`src/design/directional_movement_index_unit_assert.svh`:
```
// Assertion macros shared by the directional movement index design files.
// Included by every module that carries concurrent assertions.
`ifndef DIRECTIONAL_MOVEMENT_INDEX_UNIT_ASSERT_SVH
`define DIRECTIONAL_MOVEMENT_INDEX_UNIT_ASSERT_SVH
`ifndef SYNTHESIS
`define DMI_ASSERT(label, clk, rst, prop, msg) \
  label: assert property (@(posedge clk) disable iff (rst) prop) else $error(msg);
`define DMI_NEVER(label, clk, rst, expr, msg) \
  label: assert property (@(posedge clk) disable iff (rst) !(expr)) else $error(msg);
`else
`define DMI_ASSERT(label, clk, rst, prop, msg)
`define DMI_NEVER(label, clk, rst, expr, msg)
`endif
`endif

```
`src/design/dmi_ram.sv`:
```
`timescale 1ns / 1ps
// Generic single-write, single-read RAM with a registered read port.
// No dependencies.
module dmi_ram #(
  parameter int WIDTH = 8,
  parameter int DEPTH = 16,
  localparam int AW = $clog2(DEPTH)
) (
  input  logic             clk,
  input  logic             wr_en,
  input  logic [AW-1:0]    wr_addr,
  input  logic [WIDTH-1:0] wr_data,
  input  logic [AW-1:0]    rd_addr,
  output logic [WIDTH-1:0] rd_data
);

  logic [WIDTH-1:0] mem [DEPTH];

  always_ff @(posedge clk) begin
    if (wr_en) begin
      mem[wr_addr] <= wr_data;
    end
    rd_data <= mem[rd_addr];
  end

endmodule

```
`config.mk`:
```
export PLATFORM = sky130hd
export DESIGN_NAME = dmi_ram
export DESIGN_NICKNAME = d
export VERILOG_FILES = /design/src/design/directional_movement_index_unit_assert.svh /design/src/design/dmi_ram.sv
export SDC_FILE = /design/constraint.sdc
export NUM_CORES = 1
export LEC_CHECK = 0
export BUFFER_PORTS_ARGS = -buffer_cell sky130_fd_sc_hd__buf_2
export CAP_MARGIN = 20
export CORE_UTILIZATION = 45
export CTS_CLUSTER_SIZE = 30
export DETAILED_ROUTE_END_ITERATION = 7
export GPL_ROUTABILITY_DRIVEN = 0
export MAX_ROUTING_LAYER = met4
export PLACE_DENSITY = 0.63
export SYNTH_ARGS = -nofsm -noshare
export SYNTH_HDL_FRONTEND = slang
export SYNTH_SLANG_ARGS = --single-unit
```
`constraint.sdc`:
```
create_clock -name clk -period 2.2 [get_ports clk]
set_clock_uncertainty 0.2 [all_clocks]
set_input_delay 0 -clock clk [delete_from_list [all_inputs] [get_ports clk]]
set_output_delay 0 -clock clk [all_outputs]
set_load 0.005 [all_outputs]
```
Yosys cells after proc, flatten, opt, wreduce, memory -nomap -nowiden
Memory sizes are Yosys's and may differ from the RTL's. A register that Yosys moved wholly into a read port is not among the register bits.
Index checks and enable logic that the tools add are counted.
{ "totals": {"mem_count": 1, "latch_bits": 0, "regBits": 0, "output_inout_bits": 8, "ram_bits": 128, "rom_bits": 0} }
{ "op_classes": {"order_cmp": 0, "n_reduce_logical": 0, "mul": 0, "bitwise_logic": 0, "mux": 2, "n_div": 0, "n_shift": 0, "n_eq_ne": 0, "n_addsub": 0} }
{ "memory_table": {"columns": ["memory", "depth", "width", "read_ports", "rd_clocked_by_memory_dff", "wr", "line", "rtl"], "rows": [
  ["mem", 16, 8, 1, 1, 1, "dmi_ram.sv:17", "logic [WIDTH-1:0] mem [DEPTH];"]
]} }
{ "op_table": {"columns": ["op", "count"], "rows": [
  ["$mux W1", 2]
]} }

Depth between registers and ports, before layout
{ "logic_depth": {"depth_word": 2, "depth_mapped": 5, "ltp_nobuf": 3} }

Least setup slack after synthesis
OpenSTA, ideal clock, no wires.
{ "synth_timing": {"path_kind": "input to register", "start": "in wr_addr[2]", "end": "mem mem[0][0] (enable)", "path_slack_ns": 0.507, "arrival_ns": 1.110, "path_stages": 2, "required_ns": 1.617, "n_path_buf": 0, "setup_time_ns": 0.383, "path_cell_list": "or3b_2 -> nor3_1"} }
{ "synth_lines": {"columns": ["item", "line", "rtl"], "rows": [
  ["from (decl)", "dmi_ram.sv:11", "input logic [AW-1:0] wr_addr,"],
  ["to (decl)", "dmi_ram.sv:17", null]
]} }
No word-level cell before the write port.

Final worst setup path
{ "layout_timing": {"start": "in wr_addr[2]", "end": "mem mem[3][4] (enable)"} }
No word-level cell before the write port.

==> flow_summary_export.csv <==
group,metric,value,unit
outcome,status,"finished clean",
sta,hold_ws,0.0139,ns
synth,async_flop_share,0,%
synth,yosys_register_bits,136,
clocking,htree_levels,4,
critical_path,crit_type,"primary input to flip-flop",
die,fp-row-count,38,
global_routing,overflow,0,
final_layout,area_growth,22.3,%
clocking,path_clk_slew,0.06,ns
sta,fmax,482,MHz
synth,yosysSeqAreaShare,77.8,%
synth,syn_area_per_cell,22.5,um^2
route,totalWireLength,9820,um
critical_path,cpMaxStageDelayCell,"dlygate4sd3_1",
sta,slew_headroom,61.9,%
synth,synth_fa_ha_area_share,0,%
critical_path,required,2.10,ns
sta,rsz0062_at_grt,"false",
route,drt_iter0_markers,139,
synth,synthFlopType,"edfxtp_1",
route,ant_nets,0,
pwr,p_leak,2.16,nW
critical_path,cp_max_fo,4,
global_routing,grt_max_degree,33,
hold_path,hold_class,"primary input to flip-flop",
sta,hold_violations,0,
die,start_util,46.9,%
run,maxCapViolations,0,
pwr,finalPower,0.00608,W
route,via_count,2421,
pwr,ir_drop,0.487,mV
synth,synth_cell_type_count,19,
synth,synth_area_leader_cell,"edfxtp_1",
synth,synth_cells,229,
critical_path,slowest_delay,0.64,ns
sta,slew_violations,0,
route,firstDrtPassIters,4,
critical_path,cp.depth,5,
synth,synth_common_cells,"128 x edfxtp_1, 18 x mux4_2, 16 x a22oi_1, 14 x mux4_1, 13 x nor2_1",
route,route.detailed.drc,0,
final_layout,layout.cells.non_filler,450,
sta,tightest_slew,0.570,ns
placement,dp_hpwl,6140,um
critical_path,worstSetupStartpointType,"primary input",
route,detail_route.wl_per_cell,21.8,um
clocking,cts_resized,0,
critical_path,worst_setup_path_end_kind,"flip-flop",
final_layout,nets,315,
critical_path,rr_worst_depth,3,
critical_path,cp_top_family,"buffers and inverters",
die,dieArea,11900,um^2
synth,ys_warn_count,0,
synth,synth_compound_area_share,2.33,%
critical_path,critical_path_buf_inv_count,3,
sta,fin_setup_tns,0,ns
final_layout,drive_gt1_share,30.6,%
placement,io_buffers,25,
synth,yosysMostFrequentCell,"edfxtp_1",
clocking,clk_path_buf_depth,2,
global_routing,gr-usage-all-layers,19.0,%
clocking,cts_sinks,136,
die,die_w,109,um
synth,synth_edf_count,128,
placement,placed_cells,403,
clocking,root_buffer,"clkbuf_16",
clocking,cts_tree,"done",
sta,fin_crit_sh,94.2,%
die,io_pins,26,
global_routing,grt_pass1_wl,14900,um
final_layout,diodes,0,
synth,synth_top_cell_area_share,74.7,%
sta,period_minus_slack,2.07,ns
clocking,cts_made_buffers,17,
die,fp.dieH,109,um
synth,synth-xor-area-share,0,%
critical_path,critPathArrivalTime,1.97,ns
pwr,power_per_cell_area,966,nW/um^2
synth,syn_nets,247,
route,avgViaCountPerCell,5.38,
synth,yosys-top-cells-area,"edfxtp_1 75%, mux4_2 7.9%, mux4_1 7.1%",
hold_path,min_path_cells,3,
die,core_area,11000,um^2
synth,synth-simple-area-share,3.18,%
clocking,clock_latency,0.40,ns
critical_path,crit_chain,"dlygate4sd3_1 > buf_2 > or3b_2 > nor2_1 > dlygate4sd3_1",
sta,setup_viol,0,
global_routing,grt_pass1_vias,2548,
global_routing,antenna_found_initial,0,
synth,synth_mux_area_share,15.0,%
critical_path,cp_common_cell,"dlygate4sd3_1",
synth,synth_top_family_by_area,"multiplexers",
synth,synth_area,5150,um^2
## cell families after synthesis
kind of cell / after synthesis
flip-flops: 136
AND/OR/NAND/NOR: 35
buffers and inverters: 10
AO/OA/AOI/OAI: 16
multiplexers: 32
## where the power goes
group | switching, W | internal (W) | total [W] | leakage (nW)
Sequential | 0.0000165 | 0.00290 | 0.00291 | 1.22
Combinational | 0.000150 | 0.000133 | 0.000283 | 0.646
Clock | 0.00106 | 0.00182 | 0.00288 | 0.292
Total | 0.00123 | 0.00485 | 0.00608 | 2.16
## placed cells by master (no fill, tap or decap), drive strengths merged
master	instances
a22oi	16
and2	1
and2b	1
buf	44
bufinv	3
clkbuf	18
clkinv	7
clkinvlp	3
dfxtp	8
dlygate4sd3	15
edfxtp	128
inv	1
mux4	32
nand2	9
nand2b	2
nand3	1
nand3b	2
nor2	13
nor2b	1
nor3	4
or3b	1
## registers in the layout (all words and copies together) (netlist names)
name / count
mem: 128
rd_data: 8
## worst reg2reg max path, delay by kind of cell, from the launching register on
kind             cells  cell delay (ns)
AO/OA/AOI/OAI        1             0.28
flip-flops           1             0.36
multiplexers         1             0.50
AND/OR/NAND/NOR      1             0.10
## routing by layer
layer  vias to the layer above  global-route usage, %  part of all wire, %
met5                         -                      -                    0
met2                        62                   29.6                   50
met1                      1238                   24.8                   45
li1                       1114                      -                    -
met4                         0                   7.34                  1.2
met3                         7                   3.83                  4.1
## through the flow
| step | utilization (%) | setup WS [ns] | instance area (um^2) |
|---|---|---|---|
| finish | 57.3 | 0.127 | 6290 |
| global route | 57.3 | 0.109 | 6290 |
| floorplan | - | 0.507 | 5150 |
| CTS | 57.3 | 0.152 | 6290 |
| detailed placement | 50.3 | 0.533 | 5530 |
| global placement | 50.3 | 0.539 | 5530 |
## final timing paths
check / start / endpoint / slack, ns
max: wr_addr[2] / mem[3][4]$_DFFE_PP_ / 0.13
min: wr_en / mem[7][0]$_DFFE_PP_ / 0.01
max reg2reg: mem[0][5]$_DFFE_PP_ / rd_data[5]$_DFF_P_ / 0.65
min reg2reg: mem[13][4]$_DFFE_PP_ / rd_data[4]$_DFF_P_ / 0.47
## final cells by class
cell class,count,area (um^2)
multi-input combinational,83,1060
tap,140,175
clock inverter,14,175
timing repair buffer,59,443
sequential,136,4000
clock buffer,18,439
fill,817,4690
## repair_timing
action,4_1_cts,5_1_grt
hold buffers,15,0
endpoints found under the hold margin,169,0
setup buffers,0,0
No activity file was read; power rests on OpenSTA's default activity.
