### config.mk
export PLATFORM = sky130hd
export DESIGN_NAME = dmi_divider
export DESIGN_NICKNAME = d
export VERILOG_FILES = /design/src/design/dmi_pkg.sv /design/src/design/dmi_divider.sv
export VERILOG_INCLUDE_DIRS = /design/src /design/src/design
export SDC_FILE = /design/constraint.sdc
export NUM_CORES = 1
export LEC_CHECK = 0
export ABC_AREA = 1
export BUFFER_PORTS_ARGS = -buffer_cell sky130_fd_sc_hd__buf_2
export CORE_UTILIZATION = 55
export DETAILED_ROUTE_END_ITERATION = 8
export PLACE_DENSITY = 0.77
export RECOVER_POWER = 50
export SLEW_MARGIN = 20
export SYNTH_ARGS = -nofsm -noshare
export SYNTH_HDL_FRONTEND = slang
export SYNTH_SLANG_ARGS = --single-unit
### constraint.sdc
create_clock -name clk -period 9.6 [get_ports clk]
set_input_delay 0.96 -clock clk [delete_from_list [all_inputs] [get_ports clk]]
set_output_delay 0.96 -clock clk [all_outputs]
set_load 0.02 [all_outputs]
### src/design/directional_movement_index_unit_assert.svh
// Assertion macros shared by the directional movement index design files.
// Included by every module that carries concurrent assertions.
`ifndef DIRECTIONAL_MOVEMENT_INDEX_UNIT_ASSERT_SVH
`define DIRECTIONAL_MOVEMENT_INDEX_UNIT_ASSERT_SVH
`ifndef SYNTHESIS
`define DMI_ASSERT(label, clk, rst, prop, msg) \
  label: assert property (@(posedge clk) disable iff (rst) prop) else $error(msg);
`define DMI_NEVER(label, clk, rst, expr, msg) \
  label: assert property (@(posedge clk) disable iff (rst) !(expr)) else $error(msg);
`else
`define DMI_ASSERT(label, clk, rst, prop, msg)
`define DMI_NEVER(label, clk, rst, expr, msg)
`endif
`endif

### src/design/dmi_pkg.sv
`timescale 1ns / 1ps
// Package for the directional movement index unit: sequencer states, register codes,
// fixed constants and the divider status group. No dependencies.
package dmi_pkg;

  localparam int PERCENT          = 100;
  localparam int OUT_BITS         = 23;
  localparam int WINDOW_REG_BITS  = 7;
  localparam int AVERAGE_REG_BITS = 6;
  localparam int WINDOW_LIMIT     = 90;
  localparam int AVERAGE_LIMIT    = 60;
  localparam int WINDOW_RESET     = 14;
  localparam int AVERAGE_RESET    = 6;

  typedef enum logic [0:0] {
    REG_WINDOW_LENGTH,
    REG_AVERAGE_LENGTH
  } cfg_reg_t;

  typedef enum logic [2:0] {
    ST_IDLE,
    ST_TOTAL,
    ST_DIV_P,
    ST_DIV_M,
    ST_DIV_X,
    ST_AVG,
    ST_DIV_A,
    ST_RATE
  } state_t;

  typedef struct packed {
    logic busy;
    logic done;
  } div_status_t;

endpackage

### src/design/dmi_divider.sv
`timescale 1ns / 1ps
// Shared restoring divider, one quotient bit per cycle, for a quotient known to fit QW bits.
// Depends on dmi_pkg and the assertion macro header.
`include "directional_movement_index_unit_assert.svh"
module dmi_divider #(
  parameter int XW = 62,
  parameter int DW = 39,
  parameter int QW = 23
) (
  input  logic                 clk,
  input  logic                 rst,
  input  logic                 start,
  input  logic [XW-1:0]        dividend,
  input  logic [DW-1:0]        divisor,
  output logic [QW-1:0]        quotient,
  output dmi_pkg::div_status_t status
);

  localparam int CNW = $clog2(QW);

  logic [DW-1:0]    rem;
  logic [QW-1:0]    low;
  logic [DW-1:0]    dvs;
  logic [CNW-1:0]   count;
  logic             busy;
  logic             done;
  logic [XW+DW-1:0] x_ext;
  logic [DW:0]      trial;
  logic [DW:0]      diff;

  assign x_ext = {{DW{1'b0}}, dividend};
  assign trial = {rem, low[QW-1]};
  assign diff  = trial - {1'b0, dvs};

  always_ff @(posedge clk) begin
    if (rst) begin
      busy <= 1'b0;
      done <= 1'b0;
    end else begin
      done <= 1'b0;
      if (start) begin
        busy  <= 1'b1;
        rem   <= x_ext[QW+DW-1:QW];
        low   <= dividend[QW-1:0];
        dvs   <= divisor;
        count <= CNW'(QW - 1);
      end else if (busy) begin
        if (!diff[DW]) begin
          rem <= diff[DW-1:0];
        end else begin
          rem <= trial[DW-1:0];
        end
        quotient <= {quotient[QW-2:0], !diff[DW]};
        low      <= {low[QW-2:0], 1'b0};
        if (count == '0) begin
          busy <= 1'b0;
          done <= 1'b1;
        end else begin
          count <= count - 1'b1;
        end
      end
    end
  end

  assign status.busy = busy;
  assign status.done = done;

  `DMI_NEVER(a_start_while_busy, clk, rst, start && busy, "divider started while busy")
  `DMI_ASSERT(a_done_after_busy, clk, rst, done |-> $past(busy), "done without a run")

endmodule

======== Word-level counts from Yosys, hierarchy flattened ========
Cells that the tools add are included.
word-level totals
  input port bits ......................... 104
  register bits ........................... 131
  output and inout port bits .............. 25
cells by class
  mux-type cells .......................... 11
  add/sub/neg operators ................... 2
  reduce and logical (&&, ||, !) cells .... 8
  bitwise operators ....................... 3
  equality and inequality tests ........... 1
operators with widths
  kind                   count
  $mux W39               3
  $mux W23               2
  $sub A40 B39 Y40       1
  $mux W5                2
  $reduce_and A3 Y1      2
  $logic_not A5 Y1       1
  $sub A5 B1 Y5 const B  1
  $mux W1                4
  $reduce_and A2 Y1      2
  $not A1 Y1             3
  $reduce_or A3 Y1       1
  $ne A2 B2 Y1 const B   1
  $reduce_bool A2 Y1     1
  $logic_not A1 Y1       1

======== Logic depth before layout (Yosys ltp) ========
  depth in word-level cells ............... 4
  gate-level depth with buffers ........... 18
  depth with buffers taken out ............ 17

======== Worst setup path after synthesis ========
No wires, ideal clock.
  path type ............................... input port to flip-flop
  start point ............................. input port start
  end point ............................... register low[0] (enable)
  arrival ................................. 4585 ps
  setup slack ............................. 4512 ps
  stages .................................. 5
  cells stage by stage .................... clkbuf_1 > inv_1 > clkbuf_1 > buf_1 > a21oi_1
between the ends
  word-level cells in the longest chain between the ends .. 2
ends and longest elaborated chain
  item                                 line               RTL
  from (decl)                          dmi_divider.sv:12  input logic start,
  $reduce_bool A2 Y1 (no source line)  --
  $reduce_and A2 Y1 (no source line)   --
  to (signal assigned)                 dmi_divider.sv:44  low <= dividend[QW-1:0];
  to (signal assigned)                 dmi_divider.sv:54  low <= {low[QW-2:0], 1'b0};
  to (decl)                            dmi_divider.sv:22  logic [QW-1:0] low;
Every way passes these cells.
A chain may end at the register's enable or synchronous reset.

======== Worst setup path in the final report ========
  start point ............................. input port start
  end point ............................... register count[2] (enable)
between the ends
  word-level cells in the longest chain between the ends .. 2
  elaborated cells between the ends (all ways) .. 3
ends and longest elaborated chain
  item                                                                 line               RTL
  $ne A2 B2 Y1 (no source line) or $reduce_bool A2 Y1 (tied branches)  --
  $reduce_and A3 Y1 (no source line) (*)                               --
  to (signal assigned)                                                 dmi_divider.sv:46  count <= CNW'(QW - 1);
  to (signal assigned)                                                 dmi_divider.sv:59  count <= count - 1'b1;
  to (decl)                                                            dmi_divider.sv:24  logic [CNW-1:0] count;
Every way passes the cells marked *; elsewhere a longest branch is shown, timed or not.

==> metrics <==
outcome finished with violations; failing checks max-capacitance violations, max-slew violations; IO Count 129; R2R Setup Slk 6300 ps; hold buffer count at CTS 0; Worst setup SP type input pin; Cell Chain, Critical Path buf_2 > clkbuf_1 > inv_1 > clkbuf_1 > o22ai_1; total grt overflow 0; largest net degree at the start of global routing 69; Net Switching 631 uW; initial antenna violation count 1; CTS tree done; Worst path max stage delay 2150 ps; power per cell area 186 mW/mm^2; Critical Path Start start; Inserted Clock Buffers 17; cell area after synthesis 0.00875 sq mm; Clock Power Share 0.353; top_reg_cell synth edfxtp_1; Syn Nets 1305; multiplexer share of the synthesized area 0; Critical Path Sink Type flop; share of layout cells above drive strength 1 0.129; Final Hold Fails 0; most common cell after layout, fill and taps aside nand2_1; row count 45; compound-gate portion of the synthesized area 0.0352; Die W 128 um; H-tree level count 4; Setup WS pre-CTS 6110 ps; share of power burned in registers 0.373; WP depth 5; top cells by area, synth edfxtp_1, nand2_1, inv_1; Total GRT Usage 0.280; DR pass1 iterations 6; Worst Hold Path Cells 0; cts repair resizes 0; final setup violating endpoints 0; XOR/XNOR Fraction of Synth Area 0.0160; Final nets 1430; register area share after synthesis 0.447; clock transition at the registers of the reported paths 60 ps; Post-synth ARST share 0; DP Area 0.00954 sq mm; top cell type by total area after synthesis edfxtp_1; WP buf/inv 4; min cycle time layout 5830 ps; final wirelength 21800 um; synthesized flop and latch total 131; Slew Viols, Final 160; largest family of logic cells by synthesized area simple AND/OR/NAND/NOR gates; Worst EP required 9660 ps; Vias/cell 5.06; core area 0.0154 sq mm; DRC violations left 0; number of flops mapped to enable cells by yosys 129; post-route cell area 0.0101 sq mm; Bufs on Longest Clock Path 2; first-pass GRT wire length 35000 um; Critical Path AT 5890 ps; RSZ-0062 raised after global routing no; synthesized-area fraction occupied by adder cells 0.0595; CP Class input pin to flop; CP max FO 68; Synth Instances 1160; height of the die 128 um; Area growth syn-to-layout 15.4%; Initial DRC Count 519; Most Frequent Cell on Critical Path clkbuf_1; die area 0.0164 sq mm; CTS Sinks 131; Via Count 7635; Final Skew 12.1 ps; HPWL Detailed 16200 um; VDD IR-drop max 132 uV; Worst-Margin Slew 3200 ps; most frequent cells in the layout nand2_1, inv_1, edfxtp_1; Post-Layout Cell Count 1510; R2R Path Start rem[25]$_DFFE_PP_; Routed Antenna Nets 0; WHS 454 ps; switching part of the total 0.335; syn avg cell area 7.55 sq um; latest clock arrival within the worst-skew pair 430 ps; maxcap violations 3; Yosys warnings 0; root buf cell clkbuf_16; HP Start quotient[16]$_DFFE_PP_; setup TNS 0 ps; P_int 1250 uW; Initial Util 0.570; post-synth top area share 0.442; Placer Congestion 0.963; worst hold path type flop to flop; Fmax 0.171 GHz; Simple-Gate Fraction of Synth Area 0.336; vias in the first global route 7266; number of port buffers 128; Period Utilization, post-route 0.608; Slew headroom -1.13; DR WL/cell 14.4 um; Worst R2R Path Depth 11; setup bufs post-CTS 0; Lkg Pwr 0.00514 uW; setup ws final 3770 ps; crit path max-delay cell type clkbuf_1; Logic pwr share 0.273; CP delay by family, top buffers and inverters; placed cell count 1477; unique cell type count in the Yosys netlist 39
## worst register-to-register path: stages (launching register included)
cell      delay (ps)
edfxtp_1         410
ha_1             380
a21oi_1          290
nand2_1          110
nand2_1          110
nand2b_4          70
a21oi_4          210
nand3_2          580
nand2_4          550
nand2_1          100
nand3_1          130
nand2_1           80
## Yosys cell counts, drive strengths merged (5+ instances only)
master  instances
clkbuf          8
nor2           76
nand4           7
nor3            5
inv           204
o21bai          5
buf            18
ha             40
xnor2          15
nand3         112
nand2         472
o21ai          12
nand3b          9
a21oi          32
edfxtp        129
## area by class of cell
type | count | area (sq um)
clock inverters | 15 | 171
well taps | 211 | 264
diodes | 1 | 2.50
multi-input cells | 799 | 3930
fillers | 1379 | 5270
flip-flops and latches | 131 | 3910
repair buffers | 132 | 632
clock buffers | 17 | 425
inverters | 204 | 766
## metrics by stage
step / util / total power, uW
2_1_floorplan: - / 1100
3_3_place_gp: 0.621 / 1210
3_5_place_dp: 0.621 / 1220
4_1_cts: 0.660 / 1880
5_1_grt: 0.657 / 1980
6_report: 0.657 / 1880
## state kept, by name, indices dropped and copies added (netlist names)
signal,count
count,5
low,23
dvs,39
rem,39
done,1
busy,1
quotient,23
## power by group through the flow
stage | clock network, uW | logic, uW | registers (uW)
5_1_grt | 693 | 579 | 707
6_report | 665 | 515 | 703
3_5_place_dp | 0 | 506 | 715
4_1_cts | 670 | 509 | 703
2_1_floorplan | 0 | 381 | 715
3_3_place_gp | 0 | 497 | 713
## kinds of logic (layout without fill, tap and decap cells)
| logic type | after synthesis | after routing |
|---|---|---|
| AOI/OAI and AO/OA | 54 | 54 |
| xor gates and xnor gates | 16 | 16 |
| adders and majority gates | 41 | 41 |
| buffers and inverters | 230 | 368 |
| DFF | 131 | 131 |
| other | 0 | 1 |
| and+or+nand+nor | 688 | 688 |
## path summary, 6_finish.rpt
check | endpoint
setup / recovery | count[2]$_SDFFCE_PP1P_
hold / removal | quotient[17]$_DFFE_PP_
setup reg to reg | rem[29]$_DFFE_PP_
hold reg to reg | quotient[17]$_DFFE_PP_
## per-layer routing
metal | part of all wire | global-route usage
met4 | 0.017 | 0.0830
met3 | 0.071 | 0.0522
met2 | 0.45 | 0.445
met5 | 0 | 0
met1 | 0.46 | 0.389
Note: power is estimated with default switching activity, not from simulation.
